===== src/design/nnc_pkg.sv =====
// Shared constants, types and pitch table for the nearest note classifier.
package nnc_pkg;

    // Fixed field widths
    localparam int FREQ_W      = 24;
    localparam int INDEX_W     = 4;
    localparam int TOL_W       = 12;

    // Internal extra fraction bits carried by every frequency
    localparam int XF          = 12;

    // Integer bits of the largest reference pitch (1046.50 Hz < 2048)
    localparam int PITCH_INT_W = 11;

    // Pitch table depth and its index width
    localparam int TABLE_LEN   = 16;
    localparam int TABLE_IDX_W = 4;

    // Parameter defaults
    localparam int DEF_NUM_PITCHES    = 12;
    localparam int DEF_FREQ_FRAC_BITS = 10;

    // APB register port
    localparam int APB_ADDR_W  = 3;
    localparam int APB_DATA_W  = 32;

    // Register index codes (word address bit of paddr)
    localparam logic REG_TOL   = 1'b0;

    // Reset value of the tolerance register, about 0.1 in Q0.12
    localparam logic [TOL_W-1:0] TOL_RESET = 12'd410;

    // Reference pitches in hundredths of a hertz, A4 .. G#5 then A5 .. C6
    localparam logic [16:0] PITCH_CENTI [TABLE_LEN] = '{
        17'd44000, 17'd46616, 17'd49388, 17'd52325,
        17'd55437, 17'd58733, 17'd62225, 17'd65925,
        17'd69846, 17'd73999, 17'd78399, 17'd83061,
        17'd88000, 17'd93232, 17'd98776, 17'd104650
    };

    // Compare flags from the shared unit
    typedef struct packed {
        logic gt;
        logic lt;
    } nnc_cmp_t;

    // Reference pitch k with ffb fraction bits plus XF extra bits, truncated.
    // Only called with constant arguments, so it folds at elaboration.
    function automatic logic [63:0] ref_pitch(input int k, input int ffb);
        logic [63:0] scaled;
        scaled = 64'(PITCH_CENTI[k]) << (ffb + XF);
        return scaled / 64'd100;
    endfunction

endpackage


===== src/design/nnc_if.sv =====
// Valid/ready channel interfaces for measured frequency and note result beats.
interface nnc_freq_if;
    logic                        valid;
    logic                        ready;
    logic [nnc_pkg::FREQ_W-1:0]  measured_freq;

    modport source (output valid, output measured_freq, input ready);
    modport sink   (input valid, input measured_freq, output ready);
endinterface

interface nnc_note_if;
    logic                        valid;
    logic                        ready;
    logic [nnc_pkg::INDEX_W-1:0] note_index;
    logic                        note_matched;
    logic [nnc_pkg::FREQ_W-1:0]  folded_freq;
    logic [nnc_pkg::FREQ_W-1:0]  freq_difference;

    modport source (output valid, output note_index, output note_matched,
                    output folded_freq, output freq_difference, input ready);
    modport sink   (input valid, input note_index, input note_matched,
                    input folded_freq, input freq_difference, output ready);
endinterface


===== src/design/nnc_cmp_unit.sv =====
// Shared magnitude compare and absolute difference unit.
module nnc_cmp_unit #(
    parameter int W = 51
) (
    input  logic [W-1:0]      a,
    input  logic [W-1:0]      b,
    output nnc_pkg::nnc_cmp_t flags,
    output logic [W-1:0]      abs_diff
);
    import nnc_pkg::*;

    logic [W:0] sub_ab;

    // One subtract gives both the ordering and the magnitude
    assign sub_ab   = {1'b0, a} - {1'b0, b};
    assign flags.lt = sub_ab[W];
    assign flags.gt = !sub_ab[W] && (sub_ab[W-1:0] != '0);
    assign abs_diff = sub_ab[W] ? (b - a) : sub_ab[W-1:0];

endmodule


===== src/design/nearest_note_classifier.sv =====
// Top level of the nearest note classifier: sequencer, tolerance register, result beat.
//
// Takes one measured frequency (unsigned Q14.10 Hz) and returns the nearest chromatic
// pitch after octave folding, its folded frequency, the absolute difference and a match
// flag against the programmable tolerance. One compare/subtract unit is shared by the
// halve, double, difference, best and match steps. For each pitch the sequencer
// loads the reference, halves it while above twice the input, doubles it while below
// half the input, takes the difference and keeps the best; after the last pitch it
// multiplies, checks the match and finishes. A zero input skips the search and goes
// straight to finish. The input is not ready until the current item is handed to the
// output register; a finished result may wait there while the next item runs.
// tolerance_fraction sits at byte address 0 of the APB port and should only be written
// while no item is in flight.
module nearest_note_classifier #(
    parameter int NUM_PITCHES    = nnc_pkg::DEF_NUM_PITCHES,
    parameter int FREQ_FRAC_BITS = nnc_pkg::DEF_FREQ_FRAC_BITS
) (
    input  logic                            clk,
    input  logic                            rst_n,
    input  logic                            psel,
    input  logic                            penable,
    input  logic                            pwrite,
    input  logic [nnc_pkg::APB_ADDR_W-1:0]  paddr,
    input  logic [nnc_pkg::APB_DATA_W-1:0]  pwdata,
    output logic [nnc_pkg::APB_DATA_W-1:0]  prdata,
    output logic                            pready,
    nnc_freq_if.sink                        freq_ch,
    nnc_note_if.source                      note_ch
);
    import nnc_pkg::*;

    // Internal widths
    localparam int FXW    = FREQ_W + XF;                    // extended input
    localparam int REF_W  = PITCH_INT_W + FREQ_FRAC_BITS + XF;
    localparam int RW     = (REF_W > FXW + 1) ? REF_W : FXW + 1;
    localparam int CW     = RW + TOL_W;                     // match compare width
    localparam logic [TABLE_IDX_W-1:0] LAST_K = TABLE_IDX_W'(NUM_PITCHES - 1);

    // Sequencer states
    localparam logic [3:0] ST_IDLE   = 4'd0;
    localparam logic [3:0] ST_LOAD   = 4'd1;
    localparam logic [3:0] ST_HALVE  = 4'd2;
    localparam logic [3:0] ST_DOUBLE = 4'd3;
    localparam logic [3:0] ST_DIFF   = 4'd4;
    localparam logic [3:0] ST_BEST   = 4'd5;
    localparam logic [3:0] ST_MULT   = 4'd6;
    localparam logic [3:0] ST_MATCH  = 4'd7;
    localparam logic [3:0] ST_FINISH = 4'd8;

    // Reference pitch constants at this fraction width
    logic [RW-1:0] ref_tab [TABLE_LEN];
    for (genvar g = 0; g < TABLE_LEN; g++) begin : g_ref
        assign ref_tab[g] = RW'(ref_pitch(g, FREQ_FRAC_BITS));
    end

    // Control state
    logic [3:0]             state_reg, state_next;
    logic [TABLE_IDX_W-1:0] k_reg, k_next;
    logic [TOL_W-1:0]       tol_reg, tol_next;
    logic                   out_valid_reg, out_valid_next;

    // Datapath registers
    logic [FREQ_W-1:0]      f_reg, f_next;
    logic [RW-1:0]          r_reg, r_next;
    logic [RW-1:0]          d_reg, d_next;
    logic [RW-1:0]          best_r_reg, best_r_next;
    logic [RW-1:0]          best_d_reg, best_d_next;
    logic [TABLE_IDX_W-1:0] best_k_reg, best_k_next;
    logic [CW-1:0]          prod_reg, prod_next;
    logic                   match_reg, match_next;

    // Output beat registers
    logic [INDEX_W-1:0]     out_index_reg, out_index_next;
    logic                   out_match_reg, out_match_next;
    logic [FREQ_W-1:0]      out_folded_reg, out_folded_next;
    logic [FREQ_W-1:0]      out_diff_reg, out_diff_next;

    // Shared unit hookup
    logic [CW-1:0]          op_a, op_b, cmp_diff;
    nnc_cmp_t               cmp_flags;

    logic [FXW-1:0]         fx;
    logic                   out_free;
    logic                   out_load;
    logic                   cfg_wr;
    logic [FREQ_W-1:0]      folded_sat, diff_sat;

    nnc_cmp_unit #(
        .W (CW)
    ) u_cmp (
        .a        (op_a),
        .b        (op_b),
        .flags    (cmp_flags),
        .abs_diff (cmp_diff)
    );

    assign fx       = {f_reg, {XF{1'b0}}};
    assign out_free = !out_valid_reg || note_ch.ready;

    // APB register port
    assign pready = 1'b1;
    assign cfg_wr = psel && penable && pwrite && pready && (paddr[APB_ADDR_W-1] == REG_TOL);
    assign prdata = (paddr[APB_ADDR_W-1] == REG_TOL) ? APB_DATA_W'(tol_reg) : '0;

    always_comb
    begin
        tol_next = cfg_wr ? pwdata[TOL_W-1:0] : tol_reg;
    end

    // Saturate the winning values to the output range
    assign folded_sat = (best_r_reg[RW-1:FXW] != '0) ? {FREQ_W{1'b1}}
                                                     : best_r_reg[FXW-1:XF];
    assign diff_sat   = (best_d_reg[RW-1:FXW] != '0) ? {FREQ_W{1'b1}}
                                                     : best_d_reg[FXW-1:XF];

    // Sequencer
    always_comb
    begin
        state_next  = state_reg;
        k_next      = k_reg;
        f_next      = f_reg;
        r_next      = r_reg;
        d_next      = d_reg;
        best_r_next = best_r_reg;
        best_d_next = best_d_reg;
        best_k_next = best_k_reg;
        prod_next   = prod_reg;
        match_next  = match_reg;
        out_load    = 1'b0;
        op_a        = '0;
        op_b        = '0;

        unique case (state_reg)
            ST_IDLE:
            begin
                if (freq_ch.valid)
                begin
                    f_next = freq_ch.measured_freq;
                    k_next = '0;
                    if (freq_ch.measured_freq == '0)
                    begin
                        // No signal: all-zero result
                        best_k_next = '0;
                        best_r_next = '0;
                        best_d_next = '0;
                        match_next  = 1'b0;
                        state_next  = ST_FINISH;
                    end
                    else
                    begin
                        state_next = ST_LOAD;
                    end
                end
            end
            ST_LOAD:
            begin
                r_next     = ref_tab[k_reg];
                state_next = ST_HALVE;
            end
            ST_HALVE:
            begin
                // Halve while above twice the input
                op_a = CW'(r_reg);
                op_b = CW'({fx, 1'b0});
                if (cmp_flags.gt)
                begin
                    r_next = r_reg >> 1;
                end
                else
                begin
                    state_next = ST_DOUBLE;
                end
            end
            ST_DOUBLE:
            begin
                // Double while below half the input
                op_a = CW'(r_reg);
                op_b = CW'(fx >> 1);
                if (cmp_flags.lt)
                begin
                    r_next = r_reg << 1;
                end
                else
                begin
                    state_next = ST_DIFF;
                end
            end
            ST_DIFF:
            begin
                op_a       = CW'(fx);
                op_b       = CW'(r_reg);
                d_next     = cmp_diff[RW-1:0];
                state_next = ST_BEST;
            end
            ST_BEST:
            begin
                // Strictly smaller wins, so earlier pitches keep ties
                op_a = CW'(d_reg);
                op_b = CW'(best_d_reg);
                if ((k_reg == '0) || cmp_flags.lt)
                begin
                    best_d_next = d_reg;
                    best_r_next = r_reg;
                    best_k_next = k_reg;
                end
                if (k_reg == LAST_K)
                begin
                    state_next = ST_MULT;
                end
                else
                begin
                    k_next     = k_reg + 1'b1;
                    state_next = ST_LOAD;
                end
            end
            ST_MULT:
            begin
                prod_next  = CW'(best_r_reg) * CW'(tol_reg);
                state_next = ST_MATCH;
            end
            ST_MATCH:
            begin
                // diff * 4096 <= folded * tolerance
                op_a       = {best_d_reg, {TOL_W{1'b0}}};
                op_b       = prod_reg;
                match_next = !cmp_flags.gt;
                state_next = ST_FINISH;
            end
            ST_FINISH:
            begin
                if (out_free)
                begin
                    out_load   = 1'b1;
                    state_next = ST_IDLE;
                end
            end
            default:
            begin
                state_next = ST_IDLE;
            end
        endcase
    end

    // Output beat
    always_comb
    begin
        out_valid_next  = out_load || (out_valid_reg && !note_ch.ready);
        out_index_next  = out_load ? INDEX_W'(best_k_reg) : out_index_reg;
        out_match_next  = out_load ? match_reg : out_match_reg;
        out_folded_next = out_load ? folded_sat : out_folded_reg;
        out_diff_next   = out_load ? diff_sat : out_diff_reg;
    end

    assign freq_ch.ready           = (state_reg == ST_IDLE);
    assign note_ch.valid           = out_valid_reg;
    assign note_ch.note_index      = out_index_reg;
    assign note_ch.note_matched    = out_match_reg;
    assign note_ch.folded_freq     = out_folded_reg;
    assign note_ch.freq_difference = out_diff_reg;

    // Control registers
    always_ff @(posedge clk or negedge rst_n)
    begin
        if (!rst_n)
        begin
            state_reg     <= ST_IDLE;
            k_reg         <= '0;
            tol_reg       <= TOL_RESET;
            out_valid_reg <= 1'b0;
        end
        else
        begin
            state_reg     <= state_next;
            k_reg         <= k_next;
            tol_reg       <= tol_next;
            out_valid_reg <= out_valid_next;
        end
    end

    // Payload registers
    always_ff @(posedge clk)
    begin
        f_reg          <= f_next;
        r_reg          <= r_next;
        d_reg          <= d_next;
        best_r_reg     <= best_r_next;
        best_d_reg     <= best_d_next;
        best_k_reg     <= best_k_next;
        prod_reg       <= prod_next;
        match_reg      <= match_next;
        out_index_reg  <= out_index_next;
        out_match_reg  <= out_match_next;
        out_folded_reg <= out_folded_next;
        out_diff_reg   <= out_diff_next;
    end

    // A zero input skips the search
    a_zero_skip: assert property (@(posedge clk) disable iff (!rst_n)
        (freq_ch.valid && freq_ch.ready && (freq_ch.measured_freq == '0))
        |=> (state_reg == ST_FINISH))
        else $error("zero input did not go straight to finish");

    // Folding leaves the reference inside the window around the input
    a_window: assert property (@(posedge clk) disable iff (!rst_n)
        (state_reg == ST_DIFF)
        |-> ((RW'(r_reg) >= RW'(fx >> 1)) && (RW'(r_reg) <= RW'({fx, 1'b0}))))
        else $error("folded reference outside half..twice window");

    // Pitch counter stays within the configured table
    a_k_range: assert property (@(posedge clk) disable iff (!rst_n)
        (state_reg != ST_IDLE) |-> (k_reg <= LAST_K))
        else $error("pitch counter beyond last pitch");

    // A delivered index always names a configured pitch
    a_index_range: assert property (@(posedge clk) disable iff (!rst_n)
        note_ch.valid |-> (note_ch.note_index <= INDEX_W'(LAST_K)))
        else $error("result index beyond last pitch");

endmodule

===== src/flat_wrapper.sv =====
// flat-port wrapper written by rule: the top's interface ports become plain ports
module nearest_note_classifier_flat import nnc_pkg::*;
#(
    parameter int NUM_PITCHES    = nnc_pkg::DEF_NUM_PITCHES,
    parameter int FREQ_FRAC_BITS = nnc_pkg::DEF_FREQ_FRAC_BITS
)
  (clk, rst_n, psel, penable, pwrite, paddr, pwdata, prdata, pready, freq_ch_valid, freq_ch_measured_freq, freq_ch_ready, note_ch_valid, note_ch_note_index, note_ch_note_matched, note_ch_folded_freq, note_ch_freq_difference, note_ch_ready);
  nnc_freq_if freq_ch_i ();
  nnc_note_if note_ch_i ();
  input  logic clk;
  input  logic rst_n;
  input  logic psel;
  input  logic penable;
  input  logic pwrite;
  input  logic [nnc_pkg::APB_ADDR_W-1:0] paddr;
  input  logic [nnc_pkg::APB_DATA_W-1:0] pwdata;
  output logic [nnc_pkg::APB_DATA_W-1:0] prdata;
  output logic pready;
  input wire logic [$bits(freq_ch_i.valid)-1:0] freq_ch_valid;
  input wire logic [$bits(freq_ch_i.measured_freq)-1:0] freq_ch_measured_freq;
  output wire logic [$bits(freq_ch_i.ready)-1:0] freq_ch_ready;
  output wire logic [$bits(note_ch_i.valid)-1:0] note_ch_valid;
  output wire logic [$bits(note_ch_i.note_index)-1:0] note_ch_note_index;
  output wire logic [$bits(note_ch_i.note_matched)-1:0] note_ch_note_matched;
  output wire logic [$bits(note_ch_i.folded_freq)-1:0] note_ch_folded_freq;
  output wire logic [$bits(note_ch_i.freq_difference)-1:0] note_ch_freq_difference;
  input wire logic [$bits(note_ch_i.ready)-1:0] note_ch_ready;
  assign freq_ch_i.valid = freq_ch_valid;
  assign freq_ch_i.measured_freq = freq_ch_measured_freq;
  assign freq_ch_ready = freq_ch_i.ready;
  assign note_ch_valid = note_ch_i.valid;
  assign note_ch_note_index = note_ch_i.note_index;
  assign note_ch_note_matched = note_ch_i.note_matched;
  assign note_ch_folded_freq = note_ch_i.folded_freq;
  assign note_ch_freq_difference = note_ch_i.freq_difference;
  assign note_ch_i.ready = note_ch_ready;
  nearest_note_classifier #(.NUM_PITCHES(NUM_PITCHES), .FREQ_FRAC_BITS(FREQ_FRAC_BITS)) u_core (.clk(clk), .rst_n(rst_n), .psel(psel), .penable(penable), .pwrite(pwrite), .paddr(paddr), .pwdata(pwdata), .prdata(prdata), .pready(pready), .freq_ch(freq_ch_i), .note_ch(note_ch_i));
endmodule

===== config.mk =====
export PLATFORM = sky130hd
export DESIGN_NAME = nearest_note_classifier_flat
export DESIGN_NICKNAME = d
export VERILOG_FILES = /design/src/design/nnc_pkg.sv /design/src/design/nnc_if.sv /design/src/design/nnc_cmp_unit.sv /design/src/design/nearest_note_classifier.sv /design/src/flat_wrapper.sv
export SDC_FILE = /design/constraint.sdc
export NUM_CORES = 2
export LEC_CHECK = 0
export ABC_AREA = 1
export BUFFER_PORTS_ARGS = -buffer_cell sky130_fd_sc_hd__buf_2
export CAP_MARGIN = 20
export CORE_MARGIN = 1.5
export CORE_UTILIZATION = 35
export CTS_BUF_LIST = sky130_fd_sc_hd__clkbuf_16
export CTS_CLUSTER_SIZE = 40
export DETAILED_ROUTE_END_ITERATION = 8
export GPL_TIMING_DRIVEN = 0
export SYNTH_ARGS = -nofsm -noshare
export SYNTH_HDL_FRONTEND = slang
export SYNTH_SLANG_ARGS = --single-unit

===== constraint.sdc =====
create_clock -name clk -period 17.2 [get_ports clk]
set_clock_uncertainty 0.1 [all_clocks]
set_input_delay 4.3 -clock clk [delete_from_list [all_inputs] [get_ports clk]]
set_output_delay 4.3 -clock clk [all_outputs]
set_load 0.01 [all_outputs]

; Yosys cells after proc, flatten, opt, wreduce, memory -nomap -nowiden
; Memory sizes are Yosys's and may differ from the RTL's.
; Cells that the tools add are included.
[word_totals]
ff_bits = 300
romBits = 592
inputBits = 66
output_inout_bits = 88
wordCells = 102
n_memories = 1
[memory_table]
columns = name, depth, width, read_ports, rd_clocked_by_memory_dff, write_ports, line_no
row1 = (name not given), 16, 37, 1, 0, 0, nearest_note_classifier.sv:157  ; r_next = ref_tab[k_reg];
[op_classes]
add_sub_neg = 3
mul = 1
order_cmp = 1
n_eq_ne = 18
muxes = 34
n_bitwise = 2
n_reduce_logical = 26
[op_table]
columns = op, count
row1 = $mux 37, 9
row2 = $pmux 49 s5, 1
row3 = $pmux 49 s4, 1
row4 = $pmux 37 s2, 2
row5 = $pmux 37 s3, 1
row6 = $sub 49x49->50, 1
row7 = $mul 37x12->49, 1
row8 = $reduce_bool 49->1, 1
row9 = $mux 4, 10
row10 = $sub 37x37->37, 1
row11 = $pmux 4 s9, 1
row12 = $logic_not 24->1, 1
row13 = $eq 4x3->1 const B, 4
row14 = $pmux 4 s2, 2
row15 = $mux 12, 1
row16 = $ne 2x2->1 const B, 5
row17 = $reduce_and 3->1, 3
row18 = $eq 4x2->1 const B, 2
row19 = $eq 4x4->1 const B, 2
row20 = $logic_not 4->1, 2
row21 = $ne 2x1->1 const B, 4
row22 = $reduce_and 4->1, 2
row23 = $ge 5x5->1 const B, 1
row24 = $logic_and 1x1->1, 5
row25 = 13 further kinds, 22

; Logic depth before layout (Yosys ltp)
[depth]
word_depth = 8
mapped_depth = 34
mapped_depth_nobuf = 32

; Hierarchy
; A second synthesis with hierarchy kept.
[unflattened]
cells_unflattened = 5071
hier_area_um2 = 36816.6
[modules_own_cells]
columns = mod, instances, cells_each, area_per_inst_um2, seq_area_each_um2
row1 = nearest_note_classifier, 1, 3394, 28376.0, 8909.8
row2 = nnc_cmp_unit, 1, 1677, 8440.6, 0.0

; Least setup slack after synthesis
; OpenSTA, ideal clock, no wires.
[synth_path]
path_type = input port to flip-flop
startpoint = input port freq_ch_valid
endpoint = register u_core.best_d_reg[0], enable pin
setup_time_ns = 0.540
arrival_ns = 9.436
required_time_ns = 16.560
path_slack_ns = 7.124
path_stages = 6
path_buffers = 0
path_cell_list = inv_1 nor2_1 nor2_1 inv_1 nand2_1 a21oi_1
[synth_between]
elab_chain_len = 2
[synth_lines]
columns = item, line_no
row1 = start: declaration, flat_wrapper.sv:19  ; input wire logic [$bits(freq_ch_i.valid)-1:0] freq_ch_valid;
row2 = $ne 2x2->1 (no source line), -
row3 = $reduce_and 4->1 (no source line), -
row4 = end signal: assignment, nearest_note_classifier.sv:287  ; best_d_reg <= best_d_next;
row5 = end: declaration, nearest_note_classifier.sv:67  ; logic [RW-1:0] best_d_reg, best_d_next;
; Every way passes these cells.
; A chain may end at the register's enable or synchronous reset.

; Worst setup path in the final report
[layout_path]
startpoint = input port paddr[2] (netlist bit)
endpoint = output port prdata[3] (netlist bit)
[layout_between]
elab_chain_len = 1
[layout_lines]
columns = item, line_no
row1 = start: declaration, flat_wrapper.sv:15  ; input logic [nnc_pkg::APB_ADDR_W-1:0] paddr;
row2 = $mux 12, nearest_note_classifier.sv:103  ; assign prdata = (paddr[APB_ADDR_W-1] == REG_TOL) ? APB_DATA_W'(tol_reg) : '0;
row3 = end: declaration, flat_wrapper.sv:17  ; output logic [nnc_pkg::APB_DATA_W-1:0] prdata;
; Every way passes these cells.

==> impl_results.md <==
- Top Layer Used: met5
- Detail Route Antenna Nets: 0
- Sum Neg Setup Slack: 0 ns
- WS Path Type: in2out
- Final GP Congestion: 0.982
- Worst-Margin Slew: 1.18 ns
- Reg2reg path depth: 27
- Synth top area share: 0.245
- Synth area leaders: edfxtp_1 (25%), fa_1 (21%), nand2_1 (12%)
- RR Startpoint: u_core.tol_reg[4]
- Sequential-to-total area share from yosys stat: 0.261
- Cts hold-fix bufs: 0
- Setup Fix Bufs, Post-CTS: 0
- Yosys reg bits: 300
- Post-CTS sizing: 0
- Root buffer cell: clkbuf_16
- Clk buf depth: 3
- Non-Filler Instances: 5993
- Hold Path Stages: 0
- Placed cell count: 5921
- # port buffers: 110
- Mapped Avg Cell Area: 7.58 um^2
- Fillers: 10200
- Slew headroom: 0.215
- H-tree Lvls: 2
- HP Start: u_core.best_k_reg[0]
- Max reg flops: 49
- Area after DPL: 36600 um^2
- Crit path cell chain: buf_2, clkbuf_1, nor2_1, buf_2
- Final hold violation count: 0
- Num rows: 114
- CP max-delay cell: clkbuf_1
- WL per Instance: 21.1 um
- DR vias: 30000
- WP data required: 12.80 ns
- R2R Path End: u_core.prod_reg[41]
- Hold_ws: 0.322 ns
- Io pins: 154
- Die Ht: 315 um
- TritonCTS clock tree: yes
- CP max FO: 10
- Routed WL: 127 mm
- Global Route Usage Sum: 0.258
- CP delay by family, top: buffers and inverters
- Post-synth ARST share: 0.0700
- DR iter-0 viols: 2982
- Area leader, netlist: edfxtp_1
- Most used DFF post-synth: edfxtp_1
- Max frequency: 104 MHz
- Final setup fails: 0
- CP Data Arrival Time: 5.18 ns
- WL met1: 53.4 mm
- Yosys synthesis warning count: 0
- GRT overflow: 0
- Initial Utilization: 0.353
- R2r setup slk: 9.45 ns
- Vias per cell: 5.01
- Number of inserted diodes: 0
- Crit start category: input pin
- Commonest cells after routing, fill and taps aside: nand2_1 (1138), inv_1 (1115), nor2_1 (370), fa_1 (352), edfxtp_1 (279)
- Clock buffer count from CTS: 39
- Period utilisation layout: 0.557
- Shortest period the worst path allows: 9.58 ns
- Skew-Pair Late Insertion Delay: 0.61 ns
- Initial antenna violation count: 3
- Core Area: 96700 um^2
- # DRC: 0
- Fin area: 37900 um^2
- Largest net degree at the start of global routing: 44
- Most used cell, CP: buf_2
- Synth cell types: 52
- Unrepaired setup endpoints after global routing: no
- Worst hold endpoint: u_core.note_ch.note_index[0]
- Sink Count: 300
- Reg clk slew, reported paths: 0.06 ns
- Mapped Area: 34200 um^2
- Max incr delay on CP: 0.48 ns
- HP Class: reg2reg
- Die X: 315 um
- First-pass GRT wire length: 190 mm
- WL met2: 57.0 mm
- Dpl hpwl: 106 mm
- Die Area: 99500 um^2
- Number of global-route vias before repair: 30200
- Met3 WL: 10.0 mm
- Area growth syn-to-layout: 11.0%
- Layout cells sized above 1: 0.0670
- Most common cell after layout, fill and taps aside: nand2_1
- EDFF count, synth: 279
- Fin nets: 5285
- Setup crit end kind: primary output
- Max Cap Viol: 0
- Syn Inst Count: 4508
- Status: completed
- Drt pass-1 iters: 6
- Final max-slew violation count: 0
- Bufs and invs on worst path: 3
-- synthesized netlist by cell type, types with 19 or more instances --
cell type     n
inv_1      1108
xor2_1       59
or2_2        25
a21oi_1     187
edfxtp_1    279
nand2_1    1138
nand4_1      33
nor2_1      371
clkbuf_1    120
nand3_1      97
o21ai_0     145
a31oi_1      21
xnor2_1      29
o221ai_1     39
nor4_1       29
nor3_1       31
o22ai_1      38
nand2_2      19
fa_1        352
ha_1        181
buf_4        22
buf_1        28
nor2_2       25
-- worst register-to-register path, delay by kind of cell (launching register included) --
family / cells / cell delay (ns)
buffers and inverters: 7 / 1.79
and+or+nand+nor: 8 / 0.77
adders and majority gates: 6 / 2.91
AOI/OAI and AO/OA: 5 / 1.21
DFF: 1 / 0.52
xor gates and xnor gates: 1 / 0.16
-- per-layer routing --
layer,vias up,global-route usage
met1,14400,0.344
li1,14000,-
met5,-,0
met2,1312,0.413
met3,292,0.0419
met4,4,0.113
-- layout make-up --
type	instances	area, um^2	share of cell area
multi-input combinational	2928	20400	0.538
clock inverter	33	350	0.00924
buffer	180	772	0.0204
clock buffer	39	976	0.0257
tap	1276	1600	0.0421
inverter	1119	4200	0.111
sequential	300	8910	0.235
timing repair buffer	118	721	0.0190
-- metrics by stage --
stage / setup slack, ns / util
after floorplan: 7.12 / -
after global placement: 4.07 / 0.376
after detailed placement: 7.57 / 0.378
after CTS: 7.57 / 0.392
after global routing: 7.55 / 0.392
final: 7.62 / 0.392
-- cell families after synthesis --
group | after synthesis | synth area share
other | 2 | 0.000220
XOR/XNOR | 88 | 0.0226
buffers and inverters | 1299 | 0.145
AND/OR/NAND/NOR | 1792 | 0.215
multiplexers | 2 | 0.000586
AO/OA/AOI/OAI | 492 | 0.0831
flip-flops | 300 | 0.261
adder cells (fa/ha/maj) | 533 | 0.272
-- worst max-delay path by stage --
stage / start / endpoint / slack, ns / cells after the start
after floorplan: freq_ch_valid / u_core.best_d_reg[0] / 7.12 / 6
after global placement: u_core.state_reg[0] / u_core.best_d_reg[33] / 4.07 / 21
after detailed placement: paddr[2] / prdata[9] / 7.57 / 4
after CTS: paddr[2] / prdata[9] / 7.57 / 4
after global routing: paddr[2] / prdata[9] / 7.55 / 4
final: paddr[2] / prdata[3] / 7.62 / 4
Power is left out: the tool's default activity adds up to more than one toggle a clock period on the data nets, which glitch-free logic cannot reach.
